### src/hdl/a2m_pkg.sv
`default_nettype none

package a2m_pkg;

	localparam int COUNT_BITS_DEFAULT = 16;
	localparam int QUEUE_DEPTH = 2;
	localparam logic [15:0] CAPACITY_RESET = 16'd256;

	localparam logic [1:0] SYM_DOT = 2'd0;
	localparam logic [1:0] SYM_DASH = 2'd1;
	localparam logic [1:0] SYM_LGAP = 2'd2;
	localparam logic [1:0] SYM_WGAP = 2'd3;

	localparam logic [1:0] KIND_NONE = 2'd0;
	localparam logic [1:0] KIND_SPACE = 2'd1;
	localparam logic [1:0] KIND_CODE = 2'd2;

	typedef struct packed {
		logic [7:0] char_code;
		logic start_of_text;
	} in_word_t;

	typedef struct packed {
		logic [1:0] symbol;
		logic last;
		logic [15:0] symbols_written;
	} out_word_t;

	// Code pattern is left-justified: bit 5 is the first symbol, 1 means dash.
	typedef struct packed {
		logic [2:0] len;
		logic [5:0] pat;
	} code_t;

	typedef struct packed {
		logic start;
		logic [1:0] kind;
		code_t code;
	} item_t;

	function automatic code_t code_lookup(input logic [7:0] ch_in);
		logic [7:0] ch;
		code_t c;
		ch = ch_in;
		if (ch >= "a" && ch <= "z") begin
			ch = ch - 8'd32;
		end
		unique case (ch)
			"A": c = '{len: 3'd2, pat: 6'b010000};
			"B": c = '{len: 3'd4, pat: 6'b100000};
			"C": c = '{len: 3'd4, pat: 6'b101000};
			"D": c = '{len: 3'd3, pat: 6'b100000};
			"E": c = '{len: 3'd1, pat: 6'b000000};
			"F": c = '{len: 3'd4, pat: 6'b001000};
			"G": c = '{len: 3'd3, pat: 6'b110000};
			"H": c = '{len: 3'd4, pat: 6'b000000};
			"I": c = '{len: 3'd2, pat: 6'b000000};
			"J": c = '{len: 3'd4, pat: 6'b011100};
			"K": c = '{len: 3'd3, pat: 6'b101000};
			"L": c = '{len: 3'd4, pat: 6'b010000};
			"M": c = '{len: 3'd2, pat: 6'b110000};
			"N": c = '{len: 3'd2, pat: 6'b100000};
			"O": c = '{len: 3'd3, pat: 6'b111000};
			"P": c = '{len: 3'd4, pat: 6'b011000};
			"Q": c = '{len: 3'd4, pat: 6'b110100};
			"R": c = '{len: 3'd3, pat: 6'b010000};
			"S": c = '{len: 3'd3, pat: 6'b000000};
			"T": c = '{len: 3'd1, pat: 6'b100000};
			"U": c = '{len: 3'd3, pat: 6'b001000};
			"V": c = '{len: 3'd4, pat: 6'b000100};
			"W": c = '{len: 3'd3, pat: 6'b011000};
			"X": c = '{len: 3'd4, pat: 6'b100100};
			"Y": c = '{len: 3'd4, pat: 6'b101100};
			"Z": c = '{len: 3'd4, pat: 6'b110000};
			"0": c = '{len: 3'd5, pat: 6'b111110};
			"1": c = '{len: 3'd5, pat: 6'b011110};
			"2": c = '{len: 3'd5, pat: 6'b001110};
			"3": c = '{len: 3'd5, pat: 6'b000110};
			"4": c = '{len: 3'd5, pat: 6'b000010};
			"5": c = '{len: 3'd5, pat: 6'b000000};
			"6": c = '{len: 3'd5, pat: 6'b100000};
			"7": c = '{len: 3'd5, pat: 6'b110000};
			"8": c = '{len: 3'd5, pat: 6'b111000};
			"9": c = '{len: 3'd5, pat: 6'b111100};
			".": c = '{len: 3'd6, pat: 6'b010101};
			",": c = '{len: 3'd6, pat: 6'b110011};
			"?": c = '{len: 3'd6, pat: 6'b001100};
			"!": c = '{len: 3'd6, pat: 6'b101011};
			":": c = '{len: 3'd6, pat: 6'b111000};
			"-": c = '{len: 3'd6, pat: 6'b100001};
			"'": c = '{len: 3'd6, pat: 6'b011110};
			"(": c = '{len: 3'd5, pat: 6'b101100};
			")": c = '{len: 3'd6, pat: 6'b101101};
			"\"": c = '{len: 3'd6, pat: 6'b010010};
			"+": c = '{len: 3'd5, pat: 6'b010100};
			"=": c = '{len: 3'd5, pat: 6'b100010};
			"/": c = '{len: 3'd5, pat: 6'b100100};
			default: c = '{len: 3'd0, pat: 6'b000000};
		endcase
		return c;
	endfunction

endpackage

`default_nettype wire

### src/hdl/ascii_to_morse_encoder.sv
`default_nettype none

// ASCII to Morse encoder.
// The input channel (in_valid, in_ready, in_data) takes one character word
// with a start-of-text flag. The output channel (out_valid, out_ready,
// out_data) gives one Morse symbol word per handshake: dot, dash, letter gap
// or word gap, with a last flag on the final symbol of each character and the
// running symbol count of the message. The cfg channel writes the output
// capacity; it is always ready and is meant to be written while idle.
// The first symbol word of a character passes through the front register,
// the queue, the sequencer load and the output register before it can be
// taken. The sequencer loads a character and then sends its symbols, from
// none up to a gap and six code symbols, and takes no new character until it
// is through with the last one; that sequencer sets the sustained rate.
// Reset sets the capacity to 256, clears the symbol count and the word gap
// flag and empties the queue. When the receiver stalls, the output register
// holds its symbol, the sequencer waits, and the two-entry queue and the
// front register absorb up to three more characters before in_ready drops.
module ascii_to_morse_encoder import a2m_pkg::*; #(
	parameter int COUNT_BITS = COUNT_BITS_DEFAULT
) (
	input wire logic clk,
	input wire logic arst_n,
	input wire logic in_valid,
	output logic in_ready,
	input wire in_word_t in_data,
	output logic out_valid,
	input wire logic out_ready,
	output out_word_t out_data,
	input wire logic cfg_valid,
	output logic cfg_ready,
	input wire logic [15:0] cfg_data
);

	// Capacity register, written straight from the config channel.
	logic [15:0] capacity_q;

	logic push_valid;
	logic push_ready;
	item_t push_item;
	logic pop_valid;
	logic pop_ready;
	item_t pop_item;

	assign cfg_ready = 1'b1;

	always_ff @(posedge clk or negedge arst_n) begin
		if (!arst_n) begin
			capacity_q <= CAPACITY_RESET;
		end else if (cfg_valid && cfg_ready) begin
			capacity_q <= cfg_data;
		end
	end

	// The front folds case, looks up the code and tags each word as a space,
	// a coded character or an unknown one. Unknown words still travel so that
	// their start-of-text flag resets the message.
	a2m_front u_front (
		.clk(clk),
		.arst_n(arst_n),
		.in_valid(in_valid),
		.in_ready(in_ready),
		.in_data(in_data),
		.push_valid(push_valid),
		.push_ready(push_ready),
		.push_item(push_item)
	);

	// Short queue so the front keeps taking words while the back is busy.
	a2m_queue u_queue (
		.clk(clk),
		.arst_n(arst_n),
		.push_valid(push_valid),
		.push_ready(push_ready),
		.push_item(push_item),
		.pop_valid(pop_valid),
		.pop_ready(pop_ready),
		.pop_item(pop_item)
	);

	// The back owns the message state and, unless the receiver stalls, sends
	// one symbol a cycle within a character, up to a count of capacity minus one.
	a2m_back #(
		.COUNT_BITS(COUNT_BITS)
	) u_back (
		.clk(clk),
		.arst_n(arst_n),
		.capacity(capacity_q),
		.item_valid(pop_valid),
		.item_ready(pop_ready),
		.item(pop_item),
		.out_valid(out_valid),
		.out_ready(out_ready),
		.out_data(out_data)
	);

endmodule

`default_nettype wire

### src/hdl/a2m_front.sv
`default_nettype none

module a2m_front import a2m_pkg::*; (
	input wire logic clk,
	input wire logic arst_n,
	input wire logic in_valid,
	output logic in_ready,
	input wire in_word_t in_data,
	output logic push_valid,
	input wire logic push_ready,
	output item_t push_item
);

	logic valid_s1;
	item_t item_s1;
	item_t item_d;
	code_t code_d;

	always_comb begin
		code_d = code_lookup(in_data.char_code);
		item_d.start = in_data.start_of_text;
		item_d.code = code_d;
		if (in_data.char_code == " ") begin
			item_d.kind = KIND_SPACE;
		end else if (code_d.len != 3'd0) begin
			item_d.kind = KIND_CODE;
		end else begin
			item_d.kind = KIND_NONE;
		end
	end

	assign in_ready = !valid_s1 || push_ready;
	assign push_valid = valid_s1;
	assign push_item = item_s1;

	always_ff @(posedge clk or negedge arst_n) begin
		if (!arst_n) begin
			valid_s1 <= 1'b0;
		end else if (in_ready) begin
			valid_s1 <= in_valid;
		end
	end

	always_ff @(posedge clk) begin
		if (in_valid && in_ready) begin
			item_s1 <= item_d;
		end
	end

endmodule

`default_nettype wire

### src/hdl/a2m_queue.sv
`default_nettype none

module a2m_queue import a2m_pkg::*; (
	input wire logic clk,
	input wire logic arst_n,
	input wire logic push_valid,
	output logic push_ready,
	input wire item_t push_item,
	output logic pop_valid,
	input wire logic pop_ready,
	output item_t pop_item
);

	localparam int PTR_BITS = (QUEUE_DEPTH > 1) ? $clog2(QUEUE_DEPTH) : 1;
	localparam int CNT_BITS = $clog2(QUEUE_DEPTH + 1);

	item_t entry_q [QUEUE_DEPTH];
	logic [PTR_BITS-1:0] wr_ptr_q;
	logic [PTR_BITS-1:0] rd_ptr_q;
	logic [CNT_BITS-1:0] count_q;
	logic do_push;
	logic do_pop;

	assign push_ready = count_q != CNT_BITS'(QUEUE_DEPTH);
	assign pop_valid = count_q != '0;
	assign pop_item = entry_q[rd_ptr_q];
	assign do_push = push_valid && push_ready;
	assign do_pop = pop_valid && pop_ready;

	function automatic logic [PTR_BITS-1:0] ptr_inc(input logic [PTR_BITS-1:0] p);
		return (p == PTR_BITS'(QUEUE_DEPTH - 1)) ? '0 : p + PTR_BITS'(1);
	endfunction

	always_ff @(posedge clk or negedge arst_n) begin
		if (!arst_n) begin
			wr_ptr_q <= '0;
			rd_ptr_q <= '0;
			count_q <= '0;
		end else begin
			if (do_push) begin
				wr_ptr_q <= ptr_inc(wr_ptr_q);
			end
			if (do_pop) begin
				rd_ptr_q <= ptr_inc(rd_ptr_q);
			end
			if (do_push && !do_pop) begin
				count_q <= count_q + CNT_BITS'(1);
			end else if (do_pop && !do_push) begin
				count_q <= count_q - CNT_BITS'(1);
			end
		end
	end

	always_ff @(posedge clk) begin
		if (do_push) begin
			entry_q[wr_ptr_q] <= push_item;
		end
	end

endmodule

`default_nettype wire

### src/hdl/a2m_back.sv
`default_nettype none

module a2m_back import a2m_pkg::*; #(
	parameter int COUNT_BITS = COUNT_BITS_DEFAULT
) (
	input wire logic clk,
	input wire logic arst_n,
	input wire logic [15:0] capacity,
	input wire logic item_valid,
	output logic item_ready,
	input wire item_t item,
	output logic out_valid,
	input wire logic out_ready,
	output out_word_t out_data
);

	localparam int CMP_BITS = ((COUNT_BITS > 16) ? COUNT_BITS : 16) + 1;

	logic busy_q;
	logic gap_q;
	logic [1:0] gap_sym_q;
	logic [2:0] len_q;
	logic [5:0] pat_q;
	logic [COUNT_BITS-1:0] wc_q;
	logic lwg_q;
	logic out_valid_q;
	out_word_t out_q;

	logic pop;
	logic emit;
	logic [COUNT_BITS-1:0] wc_eff;
	logic lwg_eff;
	logic room_eff;
	logic gap_ok;
	logic [1:0] sym;
	logic [COUNT_BITS-1:0] wc_nx;
	logic [2:0] rem_len;
	logic more;

	// Room is left while count + 1 < capacity, which also covers capacity below two.
	function automatic logic has_room(input logic [COUNT_BITS-1:0] wc, input logic [15:0] cap);
		return (cap >= 16'd2) && ((CMP_BITS'(wc) + CMP_BITS'(1)) < CMP_BITS'(cap));
	endfunction

	assign item_ready = !busy_q;
	assign pop = item_valid && !busy_q;
	assign emit = busy_q && (!out_valid_q || out_ready);
	assign out_valid = out_valid_q;
	assign out_data = out_q;

	always_comb begin
		wc_eff = item.start ? '0 : wc_q;
		lwg_eff = item.start ? 1'b0 : lwg_q;
		room_eff = has_room(wc_eff, capacity);
		gap_ok = (wc_eff != '0) && !lwg_eff;
		sym = gap_q ? gap_sym_q : (pat_q[5] ? SYM_DASH : SYM_DOT);
		wc_nx = wc_q + COUNT_BITS'(1);
		rem_len = gap_q ? len_q : len_q - 3'd1;
		more = (rem_len != 3'd0) && has_room(wc_nx, capacity);
	end

	always_ff @(posedge clk or negedge arst_n) begin
		if (!arst_n) begin
			busy_q <= 1'b0;
			gap_q <= 1'b0;
			wc_q <= '0;
			lwg_q <= 1'b0;
			out_valid_q <= 1'b0;
		end else begin
			if (pop) begin
				if (item.start) begin
					wc_q <= '0;
					lwg_q <= 1'b0;
				end
				if (room_eff) begin
					case (item.kind)
						KIND_SPACE: begin
							busy_q <= gap_ok;
							gap_q <= 1'b1;
						end
						KIND_CODE: begin
							busy_q <= 1'b1;
							gap_q <= gap_ok;
						end
						default: begin
							busy_q <= 1'b0;
						end
					endcase
				end
			end else if (emit) begin
				wc_q <= wc_nx;
				lwg_q <= sym == SYM_WGAP;
				gap_q <= 1'b0;
				busy_q <= more;
			end
			if (emit) begin
				out_valid_q <= 1'b1;
			end else if (out_ready) begin
				out_valid_q <= 1'b0;
			end
		end
	end

	always_ff @(posedge clk) begin
		if (pop && room_eff) begin
			if (item.kind == KIND_SPACE) begin
				gap_sym_q <= SYM_WGAP;
				len_q <= 3'd0;
			end else begin
				gap_sym_q <= SYM_LGAP;
				len_q <= item.code.len;
				pat_q <= item.code.pat;
			end
		end else if (emit && !gap_q) begin
			len_q <= len_q - 3'd1;
			pat_q <= {pat_q[4:0], 1'b0};
		end
		if (emit) begin
			out_q.symbol <= sym;
			out_q.last <= !more;
			out_q.symbols_written <= 16'(wc_nx);
		end
	end

	a_busy_has_work: assert property (@(posedge clk) disable iff (!arst_n)
		busy_q |-> (gap_q || len_q != 3'd0))
		else $error("sequencer busy with nothing left to send");

	a_count_steps: assert property (@(posedge clk) disable iff (!arst_n)
		emit |=> wc_q == COUNT_BITS'($past(wc_q) + COUNT_BITS'(1)))
		else $error("written count did not advance by one on a symbol");

	a_gap_rule: assert property (@(posedge clk) disable iff (!arst_n)
		(emit && gap_q) |-> (!lwg_q && wc_q != '0))
		else $error("gap sent at message start or after a word gap");

endmodule

`default_nettype wire

### config.mk
export PLATFORM = sky130hd
export DESIGN_NAME = ascii_to_morse_encoder
export DESIGN_NICKNAME = d
export VERILOG_FILES = /design/src/hdl/a2m_pkg.sv /design/src/hdl/ascii_to_morse_encoder.sv /design/src/hdl/a2m_front.sv /design/src/hdl/a2m_queue.sv /design/src/hdl/a2m_back.sv
export SDC_FILE = /design/constraint.sdc
export NUM_CORES = 1
export LEC_CHECK = 0
export ABC_AREA = 1
export BUFFER_PORTS_ARGS = -buffer_cell sky130_fd_sc_hd__buf_2
export CAP_MARGIN = 40
export CORE_ASPECT_RATIO = 1.25
export CORE_MARGIN = 2
export CORE_UTILIZATION = 50
export DETAILED_ROUTE_END_ITERATION = 7
export PLACE_DENSITY = 0.68
export REMOVE_ABC_BUFFERS = 1
export SLEW_MARGIN = 20
export SYNTH_ARGS = -nofsm -noshare
export SYNTH_HDL_FRONTEND = slang
export SYNTH_SLANG_ARGS = --single-unit
export TNS_END_PERCENT = 5
### constraint.sdc
create_clock -name clk -period 4.05 [get_ports clk]
set_input_delay 0.6075 -clock clk [delete_from_list [all_inputs] [get_ports clk]]
set_output_delay 0.6075 -clock clk [all_outputs]
set_load 0.01 [all_outputs]
==> results of run 1 <==
==> power by group <==
group          internal [W]  total (W)  switching [W]
logic              0.000553    0.00162        0.00107
registers           0.00157    0.00171       0.000141
clock network      0.000448   0.000909       0.000461
==> state kept, by name, indices dropped and copies added, names as in the netlist, 2 cells and up <==
signal             count
u_back.pat_q           6
capacity_q            16
u_back.out_data       19
u_back.wc_q           16
u_front.push_item     12
u_queue.entry_q       24
u_queue.count_q        2
u_back.len_q           3
==> layout by cell type (no fill, tap or decap), types with 16 or more instances in the layout <==
cell	Yosys	final
xor2_1	22	22
nand3_1	32	32
buf_2	1	51
a21oi_1	22	22
edfxtp_1	65	65
inv_1	128	128
o21ai_0	50	50
nand2_1	212	212
ha_1	48	48
nor2_1	76	75
nand4_1	16	16
dfrtp_1	40	40
==> synthesized netlist by cell type (all sizes together) <==
master   count
dfrtp       40
xor2        23
nor2        88
o311ai       1
and3         1
edfxtp      65
a22oi        1
o21bai       1
o21a         2
or2          8
clkinv       2
mux2         1
a31oi        1
inv        135
conb         1
a21o         1
a221oi       2
o22ai       13
o211ai       7
ha          48
xnor2        6
a21oi       25
nand3       32
dfstp        1
o32ai        2
nand2      221
nor3        10
nor4         8
buf          4
o31a         2
o221ai       5
o21ai       56
clkbuf      11
a32oi        1
nand4       17
o2111ai      1
==> kinds of logic (layout without fill, tap and decap cells) <==
family,count (synthesis),in the layout,share of synthesized area [%]
and+or+nand+nor,385,385,24.5
buffers and inverters,152,213,8.64
AOI/OAI and AO/OA,121,121,10.6
DFF,106,106,43.5
adders and majority gates,48,48,8.77
xor gates and xnor gates,29,29,3.82
other,1,1,0.0548
muxes,1,1,0.164
==> worst max-delay path: stages (launching register included) <==
cell,delay (ns)
dfrtp_1,0.41
inv_2,0.13
nand2_2,0.09
nand2_4,0.10
nor2_1,0.15
ha_1,0.23
nand2_1,0.10
nor4_2,0.22
nand2_1,0.12
nor2_1,0.13
xor2_1,0.15
inv_1,0.05
ha_1,0.28
nand2_1,0.06
nor2_1,0.14
nand2_1,0.07
nor2_1,0.09
nand2_1,0.06
nand3_1,0.08
nand2_1,0.05
nand2_1,0.07
nand2_1,0.05
nand2_1,0.05
nand2_1,0.07
nand2_4,0.15
inv_2,0.12
o211ai_1,0.10
nand2_1,0.06
==> worst paths after layout <==
kind                            depth (start not counted)               endpoint  slack, ns
worst max-delay path                                   27        u_back.pat_q[1]       0.44
worst min-delay path                                    1          capacity_q[2]       0.24
worst max register to register                         27        u_back.pat_q[1]       0.44
worst min register to register                          0  u_queue.entry_q[1][8]       0.45
max in group asynchronous                               2          capacity_q[8]       3.23
min in group clk                                        1  u_front.push_item[11]       0.42
==> metal layers <==
layer	vias to the layer above	wire, um	track usage [%]
met5	-	0	0
met4	0	668	10.7
met3	50	644	3.14
met2	162	8220	42.0
met1	2581	6670	27.9
li1	2893	-	-
==> layout make-up <==
class / count / area share (%)
inverters: 137 / 6.71
repair buffers: 60 / 4.72
multi-input cells: 585 / 42.8
clock inverters: 7 / 1.22
well taps: 171 / 2.79
clock buffers: 9 / 2.93
flip-flops and latches: 106 / 38.8
==> per-stage QoR <==
stage	area, um2	cells	total power, W
finish	7680	1075	0.00424
global route	7680	1075	0.00455
CTS	7670	1075	0.00425
detailed placement	7350	1059	0.00334
global placement	7270	1054	0.00327
floorplan	6770	828	0.00276
==> timing repair <==
item,4_1_cts,5_1_grt
resized for setup,0,3
endpoints found under the hold margin,0,0
endpoints found under the setup margin,0,11
==> flow_summary_export.csv, run 1 <==
group,metric,value,unit
hold_path,min_path_type,"input port to async pin",
synthesis,synth.distinct_cells,52,
floorplan,rows,47,
setup_path,crit_path_start_kind,"register",
cells_and_area,drive_gt1_share,13.8,%
outcome,status,"finished, final reports clean",
route,viasPerCell,5.29,
setup_path,worstSetupPathType,"register to register",
route,ant_nets,0,
cts,cts_root_buf,"clkbuf_16",
floorplan,io_pins,52,
sta,maxSlewViolCount,0,
synthesis,syn_area_per_cell,8.12,um2
sta,fin_ws,0.438,ns
run,maxCapViolCount,0,
cts,cts_tree,"built",
sta,period_minus_slack,3.61,ns
cts,clk_path_buf_depth,2,
power_and_ir_drop,powerDensity,552,nW/um2
route,vias,5686,
cells_and_area,diodes,0,
placed_design,dp_slack,0.139,ns
synthesis,synth_area_leaders,"edfxtp_1 (29%), dfrtp_1 (15%), nand2_1 (12%)",
sta,rsz0062_at_grt,"no",
grt,grt_start_max_net_pins,32,
route,dr.pass1.iters,5,
synthesis,synthCells,843,
cts,cts_htree_levels,3,
setup_path,cp_max_fo,12,
cts,clk_pin_slew,0.08,ns
sta,setup_viol,0,
cells_and_area,area_growth,12.2,%
placed_design,dp_hpwl,12.8,mm
floorplan,core_area,13300,um2
route,drt_iter0_drc,296,
cells_and_area,multi_input_area,3290,um2
sta,hold_ws,0.239,ns
cells_and_area,seqCellArea,2980,um2
grt,grt_pass1_vias,5579,
sta,fmax,277,MHz
power_and_ir_drop,ir_drop,0.247,mV
sta,report.final.hold_viol_count,0,
setup_path,rr_startpoint,"u_queue.rd_ptr_q",
synthesis,yosysWarnings,0,
synthesis,ys_seq_elements,106,
sta,worst_slew_pin_slew,0.655,ns
sta,finClkSkew,0.00892,ns
placed_design,io_buffers,50,
floorplan,initial_core_util,51.5,%
grt,grt_pass1_wl,26.8,mm
placed_design,gp_congestion,0.954,
cts,numCtsBuffers,9,
sta,slew_headroom,56.1,%
synthesis,synth_top_area_share,28.5,%
sta,fin_crit_sh,89.2,%
route,drc_errors,0,
floorplan,die_w,109,um
setup_path,arrival,3.73,ns
cells_and_area,final_nets,977,
route,wl,16.2,mm
setup_path,cp-end-kind,"register",
cts,clkSinkCount,106,
setup_path,crit_required,4.17,ns
cells_and_area,utilization,57.8,%
synthesis,syn_area,6850,um2
synthesis,yosysSeqAreaShare,43.5,%
floorplan,die_area,14700,um2
cts,cts_setup_buffers,0,
cts,holdBufCountCts,0,
synthesis,synth_top_area_cell,"edfxtp_1",
grt,antenna_found_initial,0,
grt,overflow,0,
setup_path,crit_start,"u_queue.rd_ptr_q",
route,wl_per_cell,15.1,um
sta,fin_tns_setup,0,ns
power_and_ir_drop,leakage,3.69,nW
cells_and_area,num-fill-cells,1249,
floorplan,dieHeight,135,um
cts,clock_latency,0.36,ns
grt,grt.total_usage,23.6,%
Power figures use the tool's default switching activity.
==> run 2, diff against run 1 <==
==> constraint.sdc (replaced) <==
create_clock -name clk -period 4 [get_ports clk]
set_input_delay 0.6 -clock clk [delete_from_list [all_inputs] [get_ports clk]]
set_output_delay 0.6 -clock clk [all_outputs]
set_load 0.01 [all_outputs]
==> run 2 against run 1 <==
  * Fmax is 1.8% lower
  * Critical path depth is 7 lower
  * Largest power group unchanged
  * Largest cell class unchanged
  * Sequential power about the same
  * Utilization rose by 0.33 points
  * Clock power is 0.8% lower
  * Cell area grew 0.57%
  * Clock-buffer cell count unchanged
  * Non-clock buffer count increased by 1
  * Global-route usage down 0.44 points
==> flow_summary_export.csv, run 2 (synthesis results as in run 1) <==
group,metric,value,unit
cts,clock_latency,0.35,ns
floorplan,die_w,109,um
outcome,status,"finished, final reports clean",
setup_path,cp-end-kind,"register",
cells_and_area,largest_reg_flops,24,
floorplan,io_pins,52,
cts,clk_path_buf_depth,2,
placed_design,dp_slack,0.156,ns
setup_path,reg2reg_slack,0.32,ns
setup_path,crit_required,4.00,ns
route,viasPerCell,5.31,
route,dr.pass1.iters,5,
power_and_ir_drop,powerDensity,558,nW/um2
sta,slew_headroom,47.5,%
grt,grt_pass1_vias,5453,
sta,maxSlewViolCount,0,
grt,grt.total_usage,23.1,%
cells_and_area,mostFrequentLayoutCell,"nand2_1",
cts,cts_root_buf,"clkbuf_16",
floorplan,die_area,14700,um2
cells_and_area,largest_register,"u_queue.entry_q",
cells_and_area,final_nets,978,
floorplan,core_area,13300,um2
power_and_ir_drop,leakage,3.71,nW
route,ant_nets,0,
sta,setup_viol,0,
sta,finClkSkew,0.00792,ns
cells_and_area,drive_gt1_share,14.3,%
grt,overflow,0,
power_and_ir_drop,finalPower,0.00431,W
route,drc_errors,0,
cts,numCtsBuffers,9,
cts,cts_tree,"built",
route,drt_iter0_drc,262,
floorplan,rows,47,
run,maxCapViolCount,0,
sta,report.final.hold_viol_count,0,
cells_and_area,num-fill-cells,1272,
cells_and_area,utilization,58.1,%
sta,fin_crit_sh,92.0,%
cts,clk_pin_slew,0.08,ns
sta,fin_ws,0.321,ns
sta,period_minus_slack,3.68,ns
placed_design,io_buffers,50,
grt,grt_start_max_net_pins,32,
setup_path,crit_path_start_kind,"register",
placed_design,dp_hpwl,12.8,mm
route,vias,5709,
cells_and_area,multi_input_area,3330,um2
grt,antenna_found_initial,0,
setup_path,worstSetupPathType,"register to register",
grt,grt_pass1_wl,26.4,mm
cells_and_area,fin_cells,1076,
placed_design,gp_congestion,0.981,
sta,fmax,272,MHz
placed_design,placed_cells_incl_taps,1058,
setup_path,cp_max_fo,13,
power_and_ir_drop,ir_drop,0.257,mV
route,wl_per_cell,15.1,um
hold_path,min_path_type,"input port to async pin",
sta,worst_slew_pin_slew,0.779,ns
cts,clkSinkCount,106,
setup_path,arrival,3.68,ns
cells_and_area,seqCellArea,2980,um2
sta,hold_ws,0.180,ns
cells_and_area,area_growth,12.8,%
cells_and_area,layout_common_cells,"nand2_1 (211), inv_1 (128), nor2_1 (74)",
floorplan,dieHeight,135,um
cts,cts_htree_levels,3,
route,wl,16.2,mm
cells_and_area,diodes,0,
floorplan,initial_core_util,51.5,%
[run 2: worst paths after layout]
path,start,to,depth (start not counted)
hold / removal,arst_n,capacity_q[0],1
max in group asynchronous,arst_n,capacity_q[8],2
setup / recovery,u_queue.rd_ptr_q,u_back.pat_q[5],20
setup reg to reg,u_queue.rd_ptr_q,u_back.pat_q[5],20
hold reg to reg,u_front.push_item[7],u_queue.entry_q[1][7],0
min in group clk,in_data[0],u_front.push_item[11],1
[run 2: what timing repair did]
item                       4_1_cts  5_1_grt
setup endpoints to repair        0       21
hold buffers                     0        0
buffers inserted                 0        2
gates resized for setup          0       13
[run 2: final cells by class]
class                      instances  area share, %
clock buffer                       9           2.92
clock inverter                     7           1.15
inverter                         137           6.71
multi-input combinational        585           43.1
sequential                       106           38.6
tap                              171           2.77
timing repair buffer              61           4.78
[run 2: where the power goes]
part	leakage (nW)	switching [W]	total, W	internal [W]
Sequential	1.15	0.000146	0.00174	0.00159
Combinational	2.41	0.00110	0.00167	0.000575
Clock	0.153	0.000450	0.000902	0.000452
[run 2: metrics by stage]
step | area (um2) | TNS, ns
finish | 7720 | 0
detailed placement | 7330 | 0
CTS | 7650 | 0
global placement | 7270 | 0
global route | 7720 | -0.0694
floorplan | 6770 | 0
[run 2: critical path, cell delays in order (launching register included)]
cell and delay (ns):
dfrtp_2 0.44, nand2_2 0.13, nand2_8 0.12, nor2_4 0.17
ha_4 0.16, nand2_1 0.10, nor4_4 0.27, nand2_1 0.11
buf_4 0.14, nor3_1 0.16, xor2_1 0.17, inv_1 0.06
ha_1 0.28, a21oi_1 0.15, o31a_1 0.13, nand2_1 0.07
nand2_1 0.06, nand2_1 0.04, nand2_1 0.07, nand2_2 0.06
o22ai_1 0.45
[run 2: layer usage]
| layer | up-vias | share of wire [%] | routed length (um) | GRT usage (%) |
|---|---|---|---|---|
| met5 | - | 0 | 0 | 0 |
| met4 | 0 | 3.9 | 635 | 10.8 |
| met3 | 39 | 4.1 | 668 | 2.70 |
| met2 | 178 | 51 | 8320 | 41.4 |
| met1 | 2596 | 41 | 6580 | 27.3 |
| li1 | 2896 | - | - | - |
